File: src/rtl/spq_pkg.sv
// ----------------------------------------------------------------------------
// spq_pkg
// Shared types, codes and default sizes for the stable priority queue.
// ----------------------------------------------------------------------------
package spq_pkg;

  // Default sizes
  localparam int unsigned SpqCapacity    = 64;
  localparam int unsigned SpqKeyBits     = 16;
  localparam int unsigned SpqPayloadBits = 16;

  // Operation codes carried on action_i
  typedef enum logic [1:0] {
    ACT_PUSH = 2'd0,
    ACT_POP  = 2'd1,
    ACT_PEEK = 2'd2
  } action_e;

  // Result status codes
  typedef enum logic [1:0] {
    ST_OK    = 2'd0,
    ST_EMPTY = 2'd1,
    ST_FULL  = 2'd2
  } status_e;

  // Controller states
  typedef enum logic {
    S_IDLE = 1'b0,
    S_EXEC = 1'b1
  } state_e;

  // Controller to datapath commands
  typedef struct packed {
    logic    load;       // capture key and payload operands
    logic    insert;     // place operand entry into the sorted row
    logic    remove;     // drop the head entry, shift the row down
    logic    show_head;  // report the head entry in the result word
    logic    report;     // update the result registers
    status_e status;     // status code of the result word
  } cmd_t;

  // Datapath to controller status
  typedef struct packed {
    logic full;
    logic empty;
  } sts_t;

endpackage

File: src/rtl/spq_ctrl.sv
// ----------------------------------------------------------------------------
// spq_ctrl
// Two-state controller: accept a command word, then execute it and emit
// one result word.
// ----------------------------------------------------------------------------
module spq_ctrl (
  input  logic          clk_i,
  input  logic          rst_ni,
  input  logic          start_i,
  input  logic [1:0]    action_i,
  input  spq_pkg::sts_t sts_i,
  output spq_pkg::cmd_t cmd_o,
  output logic          busy_o,
  output logic          done_o
);
  import spq_pkg::*;

  state_e     state_q, state_d;
  logic [1:0] action_q;
  logic       done_q;

  // State and strobe registers
  always_ff @(posedge clk_i or negedge rst_ni) begin
    if (!rst_ni) begin
      state_q <= S_IDLE;
      done_q  <= 1'b0;
    end else begin
      state_q <= state_d;
      done_q  <= (state_q == S_EXEC);
    end
  end

  // Capture the operation code on accept
  always_ff @(posedge clk_i) begin
    if (cmd_o.load) begin
      action_q <= action_i;
    end
  end

  // Next state and command decode
  always_comb begin
    state_d          = state_q;
    cmd_o            = '0;
    cmd_o.status     = ST_OK;
    case (state_q)
      S_IDLE: begin
        if (start_i) begin
          cmd_o.load = 1'b1;
          state_d    = S_EXEC;
        end
      end
      S_EXEC: begin
        cmd_o.report = 1'b1;
        state_d      = S_IDLE;
        case (action_q)
          ACT_PUSH: begin
            if (sts_i.full) begin
              cmd_o.status = ST_FULL;
            end else begin
              cmd_o.insert = 1'b1;
            end
          end
          ACT_POP: begin
            if (sts_i.empty) begin
              cmd_o.status = ST_EMPTY;
            end else begin
              cmd_o.remove    = 1'b1;
              cmd_o.show_head = 1'b1;
            end
          end
          ACT_PEEK: begin
            if (sts_i.empty) begin
              cmd_o.status = ST_EMPTY;
            end else begin
              cmd_o.show_head = 1'b1;
            end
          end
          default: begin
            cmd_o.status = ST_OK;
          end
        endcase
      end
      default: begin
        state_d = S_IDLE;
      end
    endcase
  end

  assign busy_o = (state_q == S_EXEC);
  assign done_o = done_q;

  // Checks
  a_exec_one_cycle: assert property (@(posedge clk_i) disable iff (!rst_ni)
    state_q == S_EXEC |=> state_q == S_IDLE)
    else $error("execute state held longer than one cycle");
  a_done_after_exec: assert property (@(posedge clk_i) disable iff (!rst_ni)
    done_q |-> $past(state_q == S_EXEC))
    else $error("result strobe without an executed word");
  a_no_insert_full: assert property (@(posedge clk_i) disable iff (!rst_ni)
    cmd_o.insert |-> !sts_i.full)
    else $error("insert issued into a full queue");
  a_no_remove_empty: assert property (@(posedge clk_i) disable iff (!rst_ni)
    cmd_o.remove |-> !sts_i.empty)
    else $error("remove issued on an empty queue");

endmodule

File: config.mk
export PLATFORM = sky130hd
export DESIGN_NAME = spq_ctrl
export DESIGN_NICKNAME = d
export VERILOG_FILES = /design/src/rtl/spq_pkg.sv /design/src/rtl/spq_ctrl.sv
export SDC_FILE = /design/constraint.sdc
export NUM_CORES = 1
export LEC_CHECK = 0
export BUFFER_PORTS_ARGS = -buffer_cell sky130_fd_sc_hd__buf_2
export CORE_AREA = 2 2 39 41
export DETAILED_ROUTE_END_ITERATION = 10
export DIE_AREA = 0 0 41 43
export SYNTH_ARGS = -nofsm -noshare
export SYNTH_HDL_FRONTEND = slang
export SYNTH_SLANG_ARGS = --single-unit
File: constraint.sdc
create_clock -name clk_i -period 1.7 [get_ports clk_i]
set_clock_uncertainty 0.05 [all_clocks]
set_input_delay 0.34 -clock clk_i [delete_from_list [all_inputs] [get_ports clk_i]]
set_output_delay 0.34 -clock clk_i [all_outputs]
set_load 0.1 [all_outputs]
Word-level counts from Yosys, hierarchy flattened --
Index checks and enable logic that the tools add are counted.
Storage, ports and cells: flip-flop bits (word level) 4, bits in latches 0, memory bits (writable) 0, memory bits (read-only) 0, logic and storage cells 21, memories kept 0
Operators by class: add/subtract/negate cells 0, multipliers 0, divide/modulo/power cells 0, order comparisons 0, equal/unequal tests 2, shift-type cells 0, multiplexer cells 13, bitwise operators 1, reduce and logical (&&, ||, !) cells 2
Operators by type and width (number):
- two-way mux 1 bit | 7
- two-way mux 6 bit | 1
- two-way mux 2 bit | 2
- one-hot mux 1 bit (2 select lines) | 2
- one-hot mux 2 bit (2 select lines) | 1
- == test 2 x 1 -> 1 bit, second input constant | 1
- == test 2 bit, second input constant | 1
- logical NOT 2 bit | 1
- OR reduction 2 bit | 1
- inverter 1 bit | 1

Longest topological paths before layout --
Gate-level depths: netlist of run 1.
depth after elaboration 4, gate-level depth with buffers 3

Least setup slack after synthesis of run 1 --
Ideal clock, no wire load.
kind flip-flop to output port, start point register state_q, in the netlist busy_o, end point output port cmd_o[1] (netlist name), arrival time 1.932 ns, data required time 1.310 ns, setup slack -0.622 ns, stages on the path, launching flop included 2, buffers on the path 0, cell sequence dfrtp_1 > and4b_1
RTL lines:
- from (decl) | RTL line spq_ctrl.sv:18 | state_e state_q, state_d;
- from (signal assigned) | RTL line spq_ctrl.sv:28 | state_q <= state_d;
- to (decl) | RTL line spq_ctrl.sv:12 | output spq_pkg::cmd_t cmd_o,

==> summary.md, run 1 <==
| Metric | Value |
|---|---|
| Status | complete, but fails checks |
| Failing checks | negative setup slack |
| Final std cells w/o fill | 52 |
| Syn nets | 27 |
| Number of global-route vias before repair | 197 |
| Synthesized cell area | ~220 um^2 |
| Synthesized flop and latch total | 4 |
| Yosys cell types | 9 |
| Via count | between 150 and 200 |
| TritonCTS clock tree | built |
| Clk slew on worst S/H paths | roughly 40 ps |
| Worst slew pin tran | 493 ps |
| Die width | 41 um |
| Share of cells above drive strength 1 | 83.3% |
| Switching share of total power | 36.5% |
| Antenna violations before repair | 0 |
| Placed instance count | 46 |
| Ant diodes | 0 |
| PnR worst setup slack | -34.4 ps |
| Routed Wire Length | ~490 um |
| Fillers | 144 |
| CP peak stage delay | 410 ps |
| Routed len/inst | 9.37 um |
| Post-Synthesis Cells | 17 |
| Maximum buffer depth of the clock tree | 2 |
| PD cells | roughly 800 mW/mm^2 |
| Largest net degree at the start of global routing | 10 |
| Initial core utilization | 15.8% |
| Final Util | around a third |
| Peak supply drop | 0.316 mV |
| CP Launch Type | flop |
| CTS buffer count | 3 |
| Multi-input logic area | 121 um^2 |
| CTS sink cnt | 4 |
| Static Leak | 0.213 nW |
| DRT Pass-1 Iters | 1 |
| Largest area contributor in the netlist | edfxtp_1 |
| Global route overflow | 0 |
| Register Area | 111 um^2 |
| RSZ-0062 raised after global routing | yes |
| Final slew viol count | 0 |
| Total negative slack | -60.1 ps |
| Die Ht | 43 um |
| Sw Pwr | 137 uW |
| Overall routing resource usage | 6.95% |
| Int Pwr | 238 uW |
| DR DRC count | 0 |
| Largest delay contributor family on the critical path | flip-flops |
| CORE AREA | roughly 0.0014 mm^2 |
| Die area | 0.00176 mm^2 |
| Setup crit end kind | output port |
| Setup violators final | 4 |
| Routability Congestion | ~0.53 |
| I/O Pins | 16 |
| Iteration-0 DRC Markers | 0 |
| Critical path type | reg2out |
| Sequential fraction of the synthesis area | ~50% |
| Worst Path Max Fanout | 3 |
| Clock Power Share | between 30% and 40% |
| Gate power share | 35.6% |
| I/O Buffers | 15 |
| DP Area | 405 um^2 |
| # H-tree levels | 1 |
| Tmin final | 1730 ps |
| Post-synth top area share | 27.4% |
| HP Class | in2reg |
| Relative slew margins | 67.4% |
| Rows | 14 |
| YS warnings | 0 |
| F_max | approximately 580 MHz |
| Antenna-violating nets left | 0 |
| Syn-to-layout area delta | 114% |
| CP max-delay cell | edfxtp_1 |
| WP data arrival | between 1000 and 1500 ps |
| WP data required | about 1300 ps |
| Max cap viols | 0 |
| Drt via density | between 3 and 4 |
| Root buf cell | clkbuf_4 |
| Critical path buffers and inverters | 2 |
| First-pass GRT wire length | around 810 um |
| Fin. Hold Viols | 0 |
| Hold Slack | between 200 and 250 ps |
| Nets | 47 |
| Clock latency at the later pin of the worst-skew pair | roughly 230 ps |
| Design area | 469 um^2 |
| Sequential Power Share | 30.8% |
| Mean Syn Cell Area | 12.9 um^2 |
| Period utilisation layout | 102% |
| Cell-by-cell trace of the critical path | inv_1 -> ha_4 -> and3b_2 -> buf_12 |
| Synth area leaders | edfxtp_1 27%, dfrtp_1 23%, ha_1 17%, and3b_1 12%, buf_4 6.9% |
[power by group through the flow]
stage	Clock, mW	Combinational (mW)	Sequential [mW]
2_1_floorplan	0	0.0681	0.139
3_3_place_gp	0	0.126	0.116
3_5_place_dp	0	0.127	0.117
4_1_cts	0.134	0.133	0.116
5_1_grt	0.147	0.140	0.117
6_report	0.126	0.134	0.116
[cell type report]
class / count / area share [%]
clock buffers: 4 / 5.60
inverters: 2 / 1.60
multi-input cells: 9 / 25.9
flip-flops and latches: 4 / 23.7
well taps: 16 / 4.27
repair buffers: 17 / 38.9
[kinds of logic (layout without fill, tap and decap cells)]
family	after synthesis	after routing	synth area share [%]
buf+inv	4	23	10.3
flops	4	4	50.3
simple gates	6	6	22.3
fa+ha+maj	3	3	17.1
[state kept, by name, indices dropped and copies added, names as in the netlist]
name,flops
action_q,2
busy_o,1
done_o,1
[layer usage]
layer	wire length, um	share of wire [%]	up-vias	global-route usage [%]
li1	-	-	93	-
met1	175	36	87	6.82
met2	237	49	16	10.6
met3	74	15	0	2.62
met4	0	0	0	6.00
met5	0	0	-	0
[placed cells by master (no fill, tap or decap), types with 2 or more instances in the layout]
master    instances
edfxtp_1          2
and3b_2           2
ha_2              2
buf_12            6
buf_2             9
clkbuf_4          3
[timing repair]
action,in CTS,in global routing
setup endpoints to repair,4,6
hold endpoints to repair,2,0
resized for setup,4,1
hold buffers,1,0
pin swaps,2,0
setup buffers,1,0
[final timing paths]
| check | cells past startpoint | endpoint | start | slack, ps |
|---|---|---|---|---|
| max | 4 | cmd_o[3] | action_q[0] | -30 |
| min | 1 | action_q[1] | action_i[1] | 230 |
| max reg2reg | 1 | action_q[0] | busy_o | 620 |
| min reg2reg | 0 | done_o | busy_o | 440 |
| max in group asynchronous | 2 | busy_o | rst_ni | 1110 |
| min in group asynchronous | 2 | done_o | rst_ni | 380 |
[through the flow]
step | total power, mW | setup WS (ps)
floorplan | 0.207 | -3.17
global placement | 0.242 | 219
detailed placement | 0.243 | 193
CTS | 0.383 | -39.8
global route | 0.403 | -80.1
finish | 0.376 | -34.4
[cell usage after synthesis, drive strengths merged]
master	number
buf	2
ha	3
nor2b	1
and3b	3
dfrtp	2
and3	1
inv	2
and4b	1
edfxtp	2
Note: power is estimated with default switching activity, not from simulation.
==> run 2, diff against run 1 <==
--- a/config.mk
+++ b/config.mk
@@ -7,6 +7,7 @@
 export LEC_CHECK = 0
 export BUFFER_PORTS_ARGS = -buffer_cell sky130_fd_sc_hd__buf_2
 export CORE_AREA = 2 2 39 41
+export CTS_BUF_LIST = sky130_fd_sc_hd__clkbuf_2
 export DETAILED_ROUTE_END_ITERATION = 10
 export DIE_AREA = 0 0 41 43
 export SYNTH_ARGS = -nofsm -noshare
==> summary.md, run 2 (same netlist as run 1, synthesis figures left out) <==
| Metric | Value |
|---|---|
| Status | complete, but fails checks |
| Failing checks | negative setup slack |
| Total chip power | 350 uW (-7.0%) |
| CP Launch Type | flop |
| WP data required | 1310 ps (about the same) |
| Hold Slack | 259 ps (+26.9 ps) |
| Peak supply drop | 0.260 mV (-18%) |
| Most flops, register | action_q |
| Die area | 0.00176 mm^2 (unchanged) |
| Critical path type | reg2out |
| Register Area | 111 um^2 (unchanged) |
| Nets | 47 (unchanged) |
| Ant diodes | 0 (unchanged) |
| DRT Pass-1 Iters | 1 (unchanged) |
| Clk slew on worst S/H paths | 50 ps (about the same) |
| Overall routing resource usage | 6.95% (unchanged) |
| Number of global-route vias before repair | 197 (unchanged) |
| Global route overflow | 0 (unchanged) |
| Worst Path Max Fanout | 3 (unchanged) |
| Largest net degree at the start of global routing | 10 (unchanged) |
| Fillers | 148 (+2.8%) |
| HP Class | in2reg |
| Final Util | 33.5% (-0.45 points) |
| PD cells | 755 mW/mm^2 (-5.7%) |
| First-pass GRT wire length | 814 um (unchanged) |
| Relative slew margins | 67.4% (unchanged) |
| Drt via density | 3.77 (unchanged) |
| Die width | 41 um (unchanged) |
| DR DRC count | 0 (unchanged) |
| Multi-input logic area | 121 um^2 (unchanged) |
| Iteration-0 DRC Markers | 0 (unchanged) |
| Routability Congestion | 0.533 (unchanged) |
| Static Leak | 0.214 nW (+0.77%) |
| Rows | 14 (unchanged) |
| Tmin final | 1710 ps (-24.7 ps) |
| CTS sink cnt | 4 (unchanged) |
| Setup crit end kind | output port |
| PnR worst setup slack | -9.73 ps (+24.7 ps) |
| TritonCTS clock tree | built |
| Period utilisation layout | 101% (-1.5 points) |
| Fin. Hold Viols | 0 (unchanged) |
| Final slew viol count | 0 (unchanged) |
| Antenna-violating nets left | 0 (unchanged) |
| Design area | 463 um^2 (-1.3%) |
| Clock latency at the later pin of the worst-skew pair | 200 ps (-30 ps) |
| # H-tree levels | 1 (unchanged) |
| Die Ht | 43 um (unchanged) |
| Routed len/inst | 9.35 um (-0.21%) |
| Antenna violations before repair | 0 (unchanged) |
| Root buf cell | clkbuf_2 |
| CORE AREA | 0.00138 mm^2 (unchanged) |
| Setup violators final | 1 (-3) |
| F_max | 585 MHz (+1.4%) |
| Syn-to-layout area delta | 111% |
| RSZ-0062 raised after global routing | yes |
| CTS buffer count | 3 (unchanged) |
| I/O Buffers | 15 (unchanged) |
| Share of cells above drive strength 1 | 86.1% (+2.8 points) |
| Worst slew pin tran | 493 ps (unchanged) |
| Most common cell after layout, fill and taps aside | buf_2 |
| WP data arrival | 1320 ps (-20 ps) |
| Commonest non-fill, non-tap cells in the layout | 9 x buf_2, 6 x buf_12, 4 x clkbuf_2 |
| Initial core utilization | 15.8% (unchanged) |
| Max cap viols | 0 (unchanged) |
| I/O Pins | 16 (unchanged) |
| DP Area | 405 um^2 (unchanged) |
| Max FFs per register | 2 (unchanged) |
| Via count | 196 (unchanged) |
| Routed Wire Length | 486 um (-0.21%) |
| Maximum buffer depth of the clock tree | 2 (unchanged) |
run 2: power breakdown:
part           switching [mW]  internal (mW)  leakage, nW  total, mW
clock                  0.0382         0.0621       0.0166      0.100
sequential            0.00623          0.109       0.0428      0.116
combinational          0.0929         0.0409        0.155      0.134
run 2: worst paths after layout:
kind,startpoint,end,slack (ps),depth (start not counted)
worst max-delay path,action_q[0],cmd_o[3],-10,4
worst min-delay path,action_i[1],action_q[1],260,1
worst max register to register,busy_o,action_q[0],620,1
worst min register to register,busy_o,done_o,440,0
max in group asynchronous,rst_ni,busy_o,1080,2
min in group asynchronous,rst_ni,done_o,410,2
run 2: area by class of cell:
class,count,area share (%)
multi-input cells,9,26.2
repair buffers,17,39.5
well taps,16,4.32
clock buffers,4,4.32
flip-flops and latches,4,24.1
inverters,2,1.62
run 2: stage by stage:
stage,setup TNS [ps],setup WS (ps),std cells
after floorplan,-6.35,-3.17,17
after global placement,0,219,46
after detailed placement,0,193,46
after CTS,-40.8,-22.8,52
after global routing,-213,-67.2,52
final,-9.73,-9.73,52
run 2: what timing repair did:
action | in CTS | in global routing
cloned | 0 | 0
setup buffers | 1 | 0
hold endpoints to repair | 2 | 0
pin swaps | 2 | 0
endpoints found under the setup margin | 3 | 5
hold buffers | 1 | 0
gates resized for setup | 4 | 1
run 2: layer usage:
| layer | vias up | global-route usage (%) | part of all wire [%] |
|---|---|---|---|
| li1 | 93 | - | - |
| met1 | 87 | 6.82 | 36 |
| met2 | 16 | 10.6 | 48 |
| met3 | 0 | 2.62 | 15 |
| met4 | 0 | 6.00 | 0 |
| met5 | - | 0 | 0 |
run 2: worst max-delay path, cell delays in order (launching register included):
cell,delay (ps)
edfxtp_1,410
inv_1,120
ha_4,200
and3b_2,210
buf_12,160
==> run 3, diff against run 2 <==
--- a/config.mk
+++ b/config.mk
@@ -6,10 +6,11 @@
 export NUM_CORES = 1
 export LEC_CHECK = 0
 export BUFFER_PORTS_ARGS = -buffer_cell sky130_fd_sc_hd__buf_2
-export CORE_AREA = 2 2 39 41
+export CORE_AREA = 10 10 47 49
 export CTS_BUF_LIST = sky130_fd_sc_hd__clkbuf_2
 export DETAILED_ROUTE_END_ITERATION = 10
-export DIE_AREA = 0 0 41 43
+export DIE_AREA = 0 0 57 59
+export PLACE_DENSITY_LB_ADDON = 0.25
 export SYNTH_ARGS = -nofsm -noshare
 export SYNTH_HDL_FRONTEND = slang
 export SYNTH_SLANG_ARGS = --single-unit
==> summary.md, run 3 (same netlist as run 1, synthesis figures left out) <==
| Metric | Value |
|---|---|
| Status | complete, but fails checks |
| Failing checks | negative setup slack |
| HP Class | in2reg |
| Total setup buffers inserted after CTS | 0 (-1) |
| Routed len/inst | 12.2 um (+30%) |
| Overall routing resource usage | 4.37% (-2.6 points) |
| Commonest non-fill, non-tap cells in the layout | 9 x buf_2, 6 x buf_12, 4 x clkbuf_2 |
| Total negative slack | -38.9 ps (-29.1 ps) |
| PnR worst setup slack | -23.5 ps (-13.8 ps) |
| F_max | 580 MHz (-0.80%) |
| DR DRC count | 0 (unchanged) |
| Final Util | 32.1% (-1.3 points) |
| Die Ht | 59 um (+37%) |
| Max cap viols | 0 (unchanged) |
| CP peak stage delay | 420 ps (about the same) |
| Ant diodes | 0 (unchanged) |
| Static Leak | 0.210 nW (-2.0%) |
| Routed Wire Length | 621 um (+28%) |
| CTS buffer count | 3 (unchanged) |
| Min-Delay Path Depth | 1 (unchanged) |
| Number of global-route vias before repair | 231 (+17%) |
| Worst slew pin tran | 491 ps (-2.23 ps) |
| Placed instance count | 46 (unchanged) |
| Global route overflow | 0 (unchanged) |
| Worst Path Max Fanout | 3 (unchanged) |
| CTS sink cnt | 4 (unchanged) |
| WP data arrival | 1330 ps (about the same) |
| Drt via density | 3.90 (+3.5%) |
| Clock latency at the later pin of the worst-skew pair | 200 ps (about the same) |
| Via count | 199 (+1.5%) |
| Dpl ws | 179 ps (-13.3 ps) |
| DRT Pass-1 Iters | 1 (unchanged) |
| Setup violators final | 2 (+1) |
| Design area | 450 um^2 (-2.7%) |
| Final slew viol count | 0 (unchanged) |
| RSZ-0062 raised after global routing | yes |
| DP Area | 405 um^2 (unchanged) |
| Setup crit end kind | output port |
| Critical path buffers and inverters | 2 (unchanged) |
| Largest net degree at the start of global routing | 10 (unchanged) |
| First-pass GRT wire length | 1.06 mm (+30%) |
| Die width | 57 um (+39%) |
| # H-tree levels | 1 (unchanged) |
| Maximum buffer depth of the clock tree | 2 (unchanged) |
| Nets | 46 (-2.1%) |
| Most flops, register | action_q |
| Die area | 0.00336 mm^2 (+91%) |
| Fin. Hold Viols | 0 (unchanged) |
| WP data required | 1310 ps (about the same) |
| Critical path type | reg2out |
| Routability Congestion | 0.684 (+28%) |
| Largest delay contributor family on the critical path | flip-flops |
| Relative slew margins | 67.5% (+0.15 points) |
| Peak supply drop | 0.336 mV (+29%) |
| CP Launch Type | flop |
| Initial core utilization | 15.6% (-0.20 points) |
| Period utilisation layout | 101% (+0.81 points) |
| CP max-delay cell | edfxtp_1 |
| Cell-by-cell trace of the critical path | inv_1 -> ha_4 -> and3b_2 -> buf_12 |
| Most common cell after layout, fill and taps aside | buf_2 |
| CP Depth | 4 (unchanged) |
| Clk slew on worst S/H paths | 50 ps (about the same) |
| Share of cells above drive strength 1 | 80.0% (-6.1 points) |
| CORE AREA | 0.00140 mm^2 (+1.3%) |
| Final std cells w/o fill | 51 (-1.9%) |
| Antenna violations before repair | 0 (unchanged) |
| Iteration-0 DRC Markers | 0 (unchanged) |
| Fillers | 153 (+3.4%) |
| TritonCTS clock tree | built |
| Max FFs per register | 2 (unchanged) |
| PD cells | 779 mW/mm^2 (+3.2%) |
| I/O Pins | 16 (unchanged) |
| Syn-to-layout area delta | 106% |
| Rows | 14 (unchanged) |
| Root buf cell | clkbuf_2 |
| Tmin final | 1720 ps (+13.8 ps) |
| Antenna-violating nets left | 0 (unchanged) |
| I/O Buffers | 15 (unchanged) |
| Reg2reg path depth | 1 (unchanged) |
## run 3: changes by cell type in the layout (fill, tap and decap cells not counted)
cell / change
nor2b_1: +1
buf_4: -1
ha_1: +1
ha_2: -1
nor2b_2: -1
## run 3: where the power goes
part           leakage [nW]  switching [mW]  internal (mW)
Sequential           0.0428         0.00610          0.109
Combinational         0.151          0.0930         0.0392
Clock                0.0166          0.0414         0.0620
## run 3: what timing repair did
| item | 4_1_cts | 5_1_grt |
|---|---|---|
| setup endpoints to repair | 3 | 6 |
| hold endpoints to repair | 2 | 0 |
| hold buffers | 1 | 0 |
| resized for setup | 3 | 0 |
| pin swaps | 2 | 0 |
## run 3: final timing paths
check | startpoint | endpoint | slack [ps]
setup / recovery | action_q[0] | cmd_o[3] | -20
hold / removal | action_i[1] | action_q[1] | 250
setup reg to reg | busy_o | action_q[0] | 500
hold reg to reg | busy_o | done_o | 440
max in group asynchronous | rst_ni | busy_o | 1100
min in group asynchronous | rst_ni | busy_o | 400
## run 3: area by class of cell
class	instances	area (um^2)	share of cell area, %
clock buffers	4	20.0	4.44
flip-flops and latches	4	111	24.7
well taps	16	20.0	4.44
repair buffers	16	175	38.9
inverters	2	7.51	1.67
multi-input cells	9	116	25.8
## run 3: metal layers
layer	part of all wire [%]	global-route usage (%)
met3	18	3.86
met2	38	5.74
met1	39	3.69
met5	0	0
met4	4.7	5.03
## run 3: through the flow
| step | hold WS (ps) | power (mW) |
|---|---|---|
| 2_1_floorplan | -5.59 | 0.207 |
| 4_1_cts | 233 | 0.357 |
| 6_report | 246 | 0.351 |
| 3_5_place_dp | 76.4 | 0.245 |
| 5_1_grt | 211 | 0.377 |
| 3_3_place_gp | 74.3 | 0.242 |
